`config.mk`:
```
export PLATFORM = sky130hd
export DESIGN_NAME = java_lcg_random_generator_unit
export DESIGN_NICKNAME = d
export VERILOG_FILES = /design/src/rtl/core/jlcg_pkg.sv /design/src/rtl/core/jlcg_step.sv /design/src/rtl/core/jlcg_mod.sv /design/src/rtl/core/java_lcg_random_generator_unit.sv
export SDC_FILE = /design/constraint.sdc
export NUM_CORES = 2
export LEC_CHECK = 0
export BUFFER_PORTS_ARGS = -buffer_cell sky130_fd_sc_hd__buf_2
export CAP_MARGIN = 25
export CORE_UTILIZATION = 60
export CTS_CLUSTER_DIAMETER = 120
export DETAILED_ROUTE_END_ITERATION = 16
export GPL_TIMING_DRIVEN = 0
export PLACE_DENSITY = 0.77
export SKIP_CTS_REPAIR_TIMING = 1
export SLEW_MARGIN = 20
export SYNTH_ARGS = -nofsm -noshare
export SYNTH_HDL_FRONTEND = slang
export SYNTH_HIERARCHICAL = 1
export SYNTH_SLANG_ARGS = --single-unit
```
`constraint.sdc`:
```
create_clock -name i_clk -period 28.8 [get_ports i_clk]
set_input_delay 1.44 -clock i_clk [delete_from_list [all_inputs] [get_ports i_clk]]
set_output_delay 1.44 -clock i_clk [all_outputs]
set_load 0.05 [all_outputs]
```
`src/rtl/core/jlcg_pkg.sv`:
```
// Shared types and constants for the 48-bit LCG random generator.
package jlcg_pkg;

    localparam int unsigned LCG_W = 48;

    localparam logic [34:0]      LCG_MULT = 35'h5DEECE66D;
    localparam logic [LCG_W-1:0] LCG_INC  = 48'hB;

    localparam logic [2:0] OP_SET_SEED = 3'd0;
    localparam logic [2:0] OP_INT      = 3'd1;
    localparam logic [2:0] OP_LONG     = 3'd2;
    localparam logic [2:0] OP_FLOAT    = 3'd3;
    localparam logic [2:0] OP_DOUBLE   = 3'd4;

    typedef struct packed {
        logic [2:0]          operation;
        logic signed [63:0]  seed_value;
        logic signed [31:0]  upper_bound;
    } t_in_item;

    typedef struct packed {
        logic signed [63:0]  value;
        logic                bad_bound;
    } t_out_item;

endpackage

```
`src/rtl/core/jlcg_step.sv`:
```
// LCG state advance: state * mult + inc mod 2^48, one 16-bit slice per cycle.
module jlcg_step (
    input  logic        i_clk,
    input  logic        i_rst_n,
    input  logic        i_start,
    input  logic [47:0] i_state,
    output logic        o_done,
    output logic [47:0] o_state
);
    import jlcg_pkg::*;

    logic        r_busy;
    logic        r_done;
    logic [1:0]  r_cnt;
    logic [47:0] r_src;
    logic [47:0] r_acc;
    logic [15:0] w_chunk;
    logic [50:0] w_prod;
    logic [47:0] w_term;

    always_comb begin
        case (r_cnt)
            2'd0:    w_chunk = r_src[15:0];
            2'd1:    w_chunk = r_src[31:16];
            2'd2:    w_chunk = r_src[47:32];
            default: w_chunk = 16'd0;
        endcase
    end

    assign w_prod = {35'd0, w_chunk} * {16'd0, LCG_MULT};

    // slice weight 2^(16*cnt), truncated to 48 bits
    always_comb begin
        case (r_cnt)
            2'd0:    w_term = w_prod[47:0];
            2'd1:    w_term = {w_prod[31:0], 16'd0};
            2'd2:    w_term = {w_prod[15:0], 32'd0};
            default: w_term = 48'd0;
        endcase
    end

    always_ff @(posedge i_clk) begin
        if (!i_rst_n) begin
            r_busy <= 1'b0;
            r_done <= 1'b0;
            r_cnt  <= 2'd0;
        end else begin
            r_done <= 1'b0;
            if (i_start) begin
                r_busy <= 1'b1;
                r_cnt  <= 2'd0;
            end else if (r_busy) begin
                r_cnt <= r_cnt + 2'd1;
                if (r_cnt == 2'd2) begin
                    r_busy <= 1'b0;
                    r_done <= 1'b1;
                end
            end
        end
    end

    always_ff @(posedge i_clk) begin
        if (i_start) begin
            r_src <= i_state;
            r_acc <= LCG_INC;
        end else if (r_busy) begin
            r_acc <= r_acc + w_term;
        end
    end

    assign o_done  = r_done;
    assign o_state = r_acc;

endmodule

```
`src/rtl/core/jlcg_mod.sv`:
```
// Restoring bit-serial remainder of a 31-bit draw by a 31-bit bound.
module jlcg_mod (
    input  logic        i_clk,
    input  logic        i_rst_n,
    input  logic        i_start,
    input  logic [30:0] i_dividend,
    input  logic [30:0] i_divisor,
    output logic        o_done,
    output logic [30:0] o_rem
);
    import jlcg_pkg::*;

    logic        r_busy;
    logic        r_done;
    logic [4:0]  r_cnt;
    logic [30:0] r_dvd;
    logic [30:0] r_dvs;
    logic [30:0] r_rem;
    logic [31:0] w_trial;
    logic [31:0] w_diff;
    logic [30:0] w_rem_nxt;

    assign w_trial   = {r_rem, r_dvd[30]};
    assign w_diff    = w_trial - {1'b0, r_dvs};
    assign w_rem_nxt = (w_trial >= {1'b0, r_dvs}) ? w_diff[30:0] : w_trial[30:0];

    always_ff @(posedge i_clk) begin
        if (!i_rst_n) begin
            r_busy <= 1'b0;
            r_done <= 1'b0;
            r_cnt  <= 5'd0;
        end else begin
            r_done <= 1'b0;
            if (i_start) begin
                r_busy <= 1'b1;
                r_cnt  <= 5'd0;
            end else if (r_busy) begin
                r_cnt <= r_cnt + 5'd1;
                if (r_cnt == 5'd30) begin
                    r_busy <= 1'b0;
                    r_done <= 1'b1;
                end
            end
        end
    end

    always_ff @(posedge i_clk) begin
        if (i_start) begin
            r_dvd <= i_dividend;
            r_dvs <= i_divisor;
            r_rem <= 31'd0;
        end else if (r_busy) begin
            r_dvd <= {r_dvd[29:0], 1'b0};
            r_rem <= w_rem_nxt;
        end
    end

    assign o_done = r_done;
    assign o_rem  = r_rem;

endmodule

```
`src/rtl/core/java_lcg_random_generator_unit.sv`:
```
// Top level: sequencer around the shared LCG step unit and the serial remainder unit.
// Sequence: set seed loads the state directly; float, long and double draw via the LCG step unit,
//   long and double again; power-of-two int bounds scale the draw, others loop step and remainder.
// Throughput: one item at a time; the input is ready only while the sequencer is idle.
// Reset (synchronous, active low): state loads 0x5DEECE66D as for seed zero, no result pending.
module java_lcg_random_generator_unit (
    input  logic                 i_clk,
    input  logic                 i_rst_n,
    input  logic                 i_in_valid,
    output logic                 o_in_ready,
    input  jlcg_pkg::t_in_item   i_in_item,
    output logic                 o_out_valid,
    input  logic                 i_out_ready,
    output jlcg_pkg::t_out_item  o_out_item
);
    import jlcg_pkg::*;

    // one-hot sequencer states
    typedef enum logic [3:0] {
        S_IDLE = 4'b0001,
        S_MUL  = 4'b0010,   // LCG step unit running
        S_DIV  = 4'b0100,   // remainder unit running (bounded int)
        S_DONE = 4'b1000    // result ready, waiting for the output register
    } t_fsm;

    t_fsm        r_fsm, n_fsm;
    logic [47:0] r_lcg;          // generator state
    logic [2:0]  r_op;
    logic [30:0] r_bound;        // bound, low 31 bits; positive whenever the step path uses it
    logic        r_second;       // second draw of long / double
    logic [31:0] r_hold;         // first draw of long / double
    logic [30:0] r_draw;         // 31-bit draw under test in the rejection loop
    t_out_item   r_res;
    t_out_item   r_out;
    logic        r_out_valid;

    logic        w_accept;
    logic        w_bad;
    logic        w_step_start;
    logic        w_step_done;
    logic [47:0] w_step_src;
    logic [47:0] w_new;
    logic        w_div_start;
    logic        w_div_done;
    logic [30:0] w_rem;
    logic        w_pow2;
    logic [61:0] w_pprod;
    logic [31:0] w_test;
    logic        w_reject;
    logic [63:0] w_long;
    logic        w_out_free;

    // a back-to-back second draw starts from the state that just came out
    assign w_step_src = w_step_done ? w_new : r_lcg;

    jlcg_step u_step (
        .i_clk   (i_clk),
        .i_rst_n (i_rst_n),
        .i_start (w_step_start),
        .i_state (w_step_src),
        .o_done  (w_step_done),
        .o_state (w_new)
    );

    jlcg_mod u_mod (
        .i_clk      (i_clk),
        .i_rst_n    (i_rst_n),
        .i_start    (w_div_start),
        .i_dividend (w_new[47:17]),
        .i_divisor  (r_bound),
        .o_done     (w_div_done),
        .o_rem      (w_rem)
    );

    assign o_in_ready = (r_fsm == S_IDLE) && i_rst_n;
    assign w_accept   = i_in_valid & o_in_ready;
    assign w_bad      = i_in_item.upper_bound[31] | (i_in_item.upper_bound == 32'sd0);
    assign w_out_free = !r_out_valid || i_out_ready;

    // bound & -bound == bound  <=>  single bit set
    assign w_pow2  = ((r_bound & (~r_bound + 31'd1)) == r_bound);
    // power-of-two path: (bound * r) >> 31
    assign w_pprod = {31'd0, r_bound} * {31'd0, w_new[47:17]};

    // rejection test: r - v + (bound - 1) must not go negative as a 32-bit int
    assign w_test   = {1'b0, r_draw} - {1'b0, w_rem} + {1'b0, r_bound} - 32'd1;
    assign w_reject = w_test[31];

    // long: hi * 2^32 + sign-extended lo
    assign w_long = {r_hold, 32'd0} + {{32{w_new[47]}}, w_new[47:16]};

    // sequencer
    always_comb begin
        n_fsm        = r_fsm;
        w_step_start = 1'b0;
        w_div_start  = 1'b0;
        case (r_fsm)
            S_IDLE: begin
                if (w_accept) begin
                    case (i_in_item.operation)
                        OP_INT: begin
                            if (w_bad) begin
                                n_fsm = S_DONE;
                            end else begin
                                w_step_start = 1'b1;
                                n_fsm        = S_MUL;
                            end
                        end
                        OP_LONG, OP_FLOAT, OP_DOUBLE: begin
                            w_step_start = 1'b1;
                            n_fsm        = S_MUL;
                        end
                        default: n_fsm = S_DONE;   // set seed and unknown codes
                    endcase
                end
            end
            S_MUL: begin
                if (w_step_done) begin
                    case (r_op)
                        OP_INT: begin
                            if (w_pow2) begin
                                n_fsm = S_DONE;
                            end else begin
                                w_div_start = 1'b1;
                                n_fsm       = S_DIV;
                            end
                        end
                        OP_LONG, OP_DOUBLE: begin
                            if (!r_second) begin
                                w_step_start = 1'b1;
                            end else begin
                                n_fsm = S_DONE;
                            end
                        end
                        default: n_fsm = S_DONE;
                    endcase
                end
            end
            S_DIV: begin
                if (w_div_done) begin
                    if (w_reject) begin
                        w_step_start = 1'b1;   // draw again
                        n_fsm        = S_MUL;
                    end else begin
                        n_fsm = S_DONE;
                    end
                end
            end
            S_DONE: begin
                if (w_out_free) begin
                    n_fsm = S_IDLE;
                end
            end
            default: n_fsm = S_IDLE;
        endcase
    end

    // control state
    always_ff @(posedge i_clk) begin
        if (!i_rst_n) begin
            r_fsm       <= S_IDLE;
            r_lcg       <= {13'd0, LCG_MULT};
            r_out_valid <= 1'b0;
        end else begin
            r_fsm <= n_fsm;
            if (w_accept && (i_in_item.operation == OP_SET_SEED)) begin
                r_lcg <= i_in_item.seed_value[47:0] ^ {13'd0, LCG_MULT};
            end else if (w_step_done) begin
                r_lcg <= w_new;
            end
            if ((r_fsm == S_DONE) && w_out_free) begin
                r_out_valid <= 1'b1;
            end else if (r_out_valid && i_out_ready) begin
                r_out_valid <= 1'b0;
            end
        end
    end

    // payload
    always_ff @(posedge i_clk) begin
        if (w_accept) begin
            r_op            <= i_in_item.operation;
            r_bound         <= i_in_item.upper_bound[30:0];
            r_second        <= 1'b0;
            r_res.value     <= 64'sd0;
            r_res.bad_bound <= (i_in_item.operation == OP_INT) && w_bad;
        end
        if ((r_fsm == S_MUL) && w_step_done) begin
            r_draw <= w_new[47:17];
            case (r_op)
                OP_INT: begin
                    r_res.value <= {33'd0, w_pprod[61:31]};
                end
                OP_LONG: begin
                    r_second <= 1'b1;
                    r_hold   <= w_new[47:16];
                    if (r_second) begin
                        r_res.value <= w_long;
                    end
                end
                OP_FLOAT: begin
                    r_res.value <= {40'd0, w_new[47:24]};
                end
                OP_DOUBLE: begin
                    r_second <= 1'b1;
                    r_hold   <= {6'd0, w_new[47:22]};
                    if (r_second) begin
                        r_res.value <= {11'd0, r_hold[25:0], w_new[47:21]};
                    end
                end
                default: r_res.value <= 64'sd0;
            endcase
        end
        if ((r_fsm == S_DIV) && w_div_done) begin
            r_res.value <= {33'd0, w_rem};
        end
        if ((r_fsm == S_DONE) && w_out_free) begin
            r_out <= r_res;
        end
    end

    assign o_out_valid = r_out_valid;
    assign o_out_item  = r_out;

    // step unit only finishes while the sequencer waits on it
    a_step_done_in_mul: assert property (@(posedge i_clk) disable iff (!i_rst_n)
        w_step_done |-> (r_fsm == S_MUL))
        else $error("LCG step finished outside S_MUL");

    // remainder unit only finishes while the sequencer waits on it
    a_div_done_in_div: assert property (@(posedge i_clk) disable iff (!i_rst_n)
        w_div_done |-> (r_fsm == S_DIV))
        else $error("remainder finished outside S_DIV");

    // a rejected bound never carries a value
    a_bad_bound_zero: assert property (@(posedge i_clk) disable iff (!i_rst_n)
        (o_out_valid && o_out_item.bad_bound) |-> (o_out_item.value == 64'sd0))
        else $error("bad bound item with nonzero value");

    // set seed loads the masked, scrambled seed
    a_set_seed: assert property (@(posedge i_clk) disable iff (!i_rst_n)
        (w_accept && (i_in_item.operation == OP_SET_SEED))
        |=> (r_lcg == ($past(i_in_item.seed_value[47:0]) ^ {13'd0, LCG_MULT})))
        else $error("set seed loaded wrong state");

endmodule
```
Word level (Yosys, flattened, before mapping). Cells that the tools add are included.

Bits in registers: 481. Input port bits: 103. Output and inout bits: 67. Logic and storage cells: 139.

Add/subtract/negate cells: 9. Multiply operators: 2. $lt $le $gt $ge: 1. Equal/unequal tests: 21. Multiplexer cells: 51. Bitwise operators: 8. Reductions and logical operators: 23.

Operator list (number): $pmux 64 s4 (1); $mux 64 (3); $pmux 48 s3 (1); $mux 31 (4); $mux 48 (2); $mux 65 (1); $add 64x64->64 (1); $pmux 32 s2 (1); $mul 31x31->62 (1); $add 48x48->48 (1); $mul 16x35->48 const B (1); $pmux 16 s3 (1); $add 32x31->32 (1); $ge 32x31->1 (1); $logic_not 32->1 (1); $mux 4 (8); $sub 31x31->32 (1); $sub 32x1->32 const B (1); $add 31x1->31 const B (1); $and 31x31->31 (1); $eq 31x31->1 (1); $not 31->31 (1); $sub 31x31->31 (1); $mux 1 (24); 33 further kinds (55).

Logic depth before layout (Yosys ltp).
Word-level depth: 9. Depth in mapped cells: 43. Gate-level depth less buffers: 40.

Hierarchy. Netlist, hierarchy kept.

Modules (own cells, without submodules): java_lcg_random_generator_unit (instances 1, cells an instance 4991, area each 45761.4 um2, seq. area each 7257.0 um2); jlcg_step (instances 1, cells an instance 1742, area each 16236.8 um2, seq. area each 2482.4 um2); jlcg_mod (instances 1, cells an instance 587, area each 5778.0 um2, seq. area each 2622.5 um2).

Least setup slack after synthesis. No wires, ideal clock.

Kind: register -> register. From: register u_step.r_cnt[0]. To: register u_step.r_acc[47] (netlist: u_step/o_state[47]). Library setup time: 0.121 ns. Arrival: 8.948 ns. Required time: 28.679 ns. Path slack: 19.731 ns. Stages on the path, launching flop included: 39. Buffers on the path: 3. Period minus slack after synthesis: 9.069 ns. Cell sequence: dfxtp_1 > inv_1 > ha_1 > clkbuf_1 > clkbuf_1 > a222oi_1 > nor2_1 > fa_1 > fa_1 > inv_1 > fa_1 > inv_1 > fa_1 > fa_1 > inv_1 > fa_1 > inv_1 > ha_1 > [... 3 more ...] > o211ai_1 > a31oi_1 > o31ai_1 > a31o_2 > nand3_1 > o311ai_0 > ha_1 > clkbuf_1 > a21o_1 > a21o_1 > a21oi_1 > o21ai_0 > a221oi_1 > o21ai_0 > a41oi_1 > a31oi_1 > nand3b_1 > mux2_4.

Cells in the longest elaborated chain, start to end: 5. Elaborated cells on any way between the ends: 7. Classes of those cells: 1 x add/sub; 1 x mul; 2 x eq/ne; 2 x mux; 1 x reduce/logical.

Ends and longest elaborated chain: start, declared (RTL line jlcg_step.sv:14) `logic [1:0] r_cnt;`; start signal, assigned (RTL line jlcg_step.sv:53) `r_cnt <= r_cnt + 2'd1;`; $eq 2x2->1, or another cell as far along (RTL line jlcg_step.sv:22, jlcg_step.sv:34); $pmux 16 s3 (RTL line jlcg_step.sv:22) `case (r_cnt)`; $mul 16x35->48 (RTL line jlcg_step.sv:30) `assign w_prod = {35'd0, w_chunk} * {16'd0, LCG_MULT};`; $pmux 48 s3 (*) (RTL line jlcg_step.sv:34) `case (r_cnt)`; $add 48x48->48 (*) (RTL line jlcg_step.sv:67) `r_acc <= r_acc + w_term;`; end signal, assigned (RTL line jlcg_step.sv:67); end, declared (RTL line jlcg_step.sv:16) `logic [47:0] r_acc;`.

Every way passes the cells marked *; elsewhere a longest branch is shown, timed or not. A chain may end at the register's enable or synchronous reset.

Final worst setup path.
From: register u_step.r_cnt[0]. To: register u_step.r_acc[45] (netlist: u_step/o_state[45]).

Same word-level chain as after synthesis.

==> run metrics <==
Critical Path Most Common Cell=fa_1; final setup fails=0; Multi-input gate area=48900 um^2; number of synthesized flops with an enable pin=between 200 and 300; fin. max-slew vios=0; Root Driver=clkbuf_16; fmax=about 86 MHz; gpl congestion=roughly 1.1; IO Count=170; clock net sink count=around 480; area grow syn2layout=7.41%; routed length per instance=29.6 um; Buf+Inv Stages, Crit Path=6; vias post-DR=57.7k; top sig layer=met5; CP delay by family, top=adder cells; full die area=about 110000 um^2; count of cell types in the netlist=between 100 and 150; Min Clock Period, post-route=11.67 ns; Max Buffers Root-to-Sink=3; vias per cell=between 6 and 7; CP max stage cell=nor2_1; fin crit share=0.405; Setup Skew=0.0586 ns; Least-Margin Pin Slew=1.29 ns; proportion of layout cells with a drive suffix above 1=0.0609; Worst path max stage delay=about 0.65 ns; async set-reset flop share out of synthesis=0; RSZ-0062 raised after global routing=false; antenna violations before repair=39; Port Buffer Count=153; Core Box Area=111000 um^2; r2r setup slk=17.13 ns; Metal-1 WL=102000 um; sequential fraction of the synthesis area=0.182; Cells after Synth=7320; TritonCTS Buffers=53; startpoint types=flip-flop; largest net degree at the start of global routing=39; Reg area=between 10000 and 15000 um^2; Final #Nets=9315; Slew headroom=0.142; CTS tree=built; Ys Warns=6; WS Path Type=flip-flop to flip-flop; max-cap violations=0; Area after DPL=just over 70000 um^2; post-route ant nets=0; global-route usage over all layers=0.476; Hold WC Path Type=flip-flop to flip-flop; Rows=122; grt ovf=0; crit path DAT=approximately 12 ns; first-pass GRT wire length=385000 um; Setup crit start=u_step/r_cnt[0]; final setup TNS=0 ns; worst path required time=29.30 ns; Post-Syn Nets=9075; Die Height=around 340 um; r2r startpoint=u_step/r_cnt[0]; run status=complete, no violations; Final Instance Area=72800 um^2; drt first-iter violations=7759; synthesized area per cell=9.26 um^2; clock transition at the registers of the reported paths=0.07 ns; initial core utilization=0.609; Detail Route met2 WL=107000 um; endpoints failing hold=0; Post-synth top flop=edfxtp_1; H-tree levels=2; DRC Markers=0; hold path startpoint=r_res[0]; dpl hpwl=220000 um; DRT Pass-1 Iters=10; Die Wd=roughly 340 um; Netlist Area Pre-Place=67800 um^2; synthesized flop and latch total=slightly below 500; Worst Setup End Kind=flip-flop; Crit Path Max Fanout=10; FILL cells=9230; clk_lat worst skew=0.65 ns; drt total wl=270000 um; vias in the first global route=about 56k; met3 wire len=44600 um
==> routing by layer <==
metal	GRT usage	vias to the layer above
li1	-	23900
met1	0.633	28500
met2	0.652	4457
met3	0.212	859
met4	0.241	26
met5	0.0153	-
==> worst paths after layout <==
kind	endpoint	cells after the start
max	u_step/o_state[45]	36
min	o_out_item[0]	0
max reg2reg	u_step/o_state[45]	36
min reg2reg	o_out_item[0]	0
==> flip-flops by register name, summed over array words and instances, names as in the netlist, 2 cells and up <==
| register | flops |
|---|---|
| r_hold | 32 |
| u_mod/r_cnt | 5 |
| r_op | 3 |
| u_mod/r_dvd | 31 |
| r_draw | 31 |
| r_bound | 31 |
| r_res | 65 |
| u_step/r_src | 48 |
| r_fsm | 4 |
| u_mod/o_rem | 31 |
| o_out_item | 65 |
| u_step/r_cnt | 2 |
| u_step/o_state | 48 |
| r_lcg | 48 |
| u_mod/r_dvs | 31 |
==> layout make-up <==
class,count,area share
multi-input combinational,5086,0.671
sequential,481,0.170
inverter,1371,0.0707
tap,1488,0.0256
buffer,382,0.0207
clock buffer,70,0.0201
timing repair buffer,185,0.0171
clock inverter,30,0.00387
antenna,30,0.00103
==> per-stage QoR <==
stage / setup WS, ns / std cells / util / hold slack (ns)
after CTS: 17.23 / 9085 / 0.653 / 0.397
after detailed placement: 17.25 / 8985 / 0.637 / 0.415
after global routing: 16.75 / 9095 / 0.654 / 0.415
after floorplan: 19.73 / 7320 / - / 0.400
final: 17.13 / 9123 / 0.654 / 0.413
after global placement: 16.28 / 8961 / 0.633 / 0.402
==> cell usage after synthesis, types with 9 or more instances <==
cell type,count,share of area
inv_1,1370,0.076
fa_1,1093,0.32
nand2_1,890,0.049
ha_1,559,0.10
and2_1,516,0.048
clkbuf_1,350,0.019
nor2_1,319,0.018
edfxtp_1,273,0.12
a21oi_1,267,0.020
dfxtp_1,208,0.061
o21ai_0,175,0.013
a21o_1,117,0.013
xnor2_1,91,0.012
mux2_2,80,0.013
xor2_1,71,0.0092
nand3_1,67,0.0049
nor3_1,56,0.0041
a22oi_1,52,0.0058
nand2b_1,45,0.0042
nand4_1,45,0.0042
a21boi_0,38,0.0042
mux2i_1,37,0.0055
a211oi_1,35,0.0039
o21bai_1,34,0.0038
o22ai_1,34,0.0031
o211ai_1,32,0.0035
a31oi_1,31,0.0029
nor2b_1,28,0.0026
and3_1,26,0.0024
o21a_1,25,0.0028
a221oi_1,24,0.0031
a311oi_1,20,0.0026
buf_1,20,0.0011
nor4_1,17,0.0016
o221ai_1,16,0.0021
or3_1,16,0.0015
o21ai_1,14,0.0010
o31ai_1,14,0.0016
a222oi_1,12,0.0018
a22o_1,11,0.0014
a31o_2,11,0.0014
a32oi_1,10,0.0013
o2111ai_1,10,0.0013
a211o_1,9,0.0012
==> kinds of logic after synthesis <==
kind of cell    synth area share
compound gates             0.107
xor+xnor                  0.0209
fa+ha+maj                  0.426
buf+inv                   0.0976
flops                      0.182
mux                       0.0192
simple gates               0.147
==> cell usage in the layout (no fill, tap or decap), types with 117 or more instances in the layout <==
cell / synthesis / routed
a21o_1: 117 / 117
nor2_1: 319 / 317
and2_1: 516 / 515
nand2_1: 890 / 890
inv_1: 1370 / 1368
fa_1: 1093 / 1093
a21oi_1: 267 / 266
buf_2: 5 / 160
o21ai_0: 175 / 175
clkbuf_1: 350 / 331
dfxtp_1: 208 / 204
edfxtp_1: 273 / 273
ha_1: 559 / 559
Power is left out: the tool's default activity adds up to more than one toggle a clock period on the data nets, which glitch-free logic cannot reach.
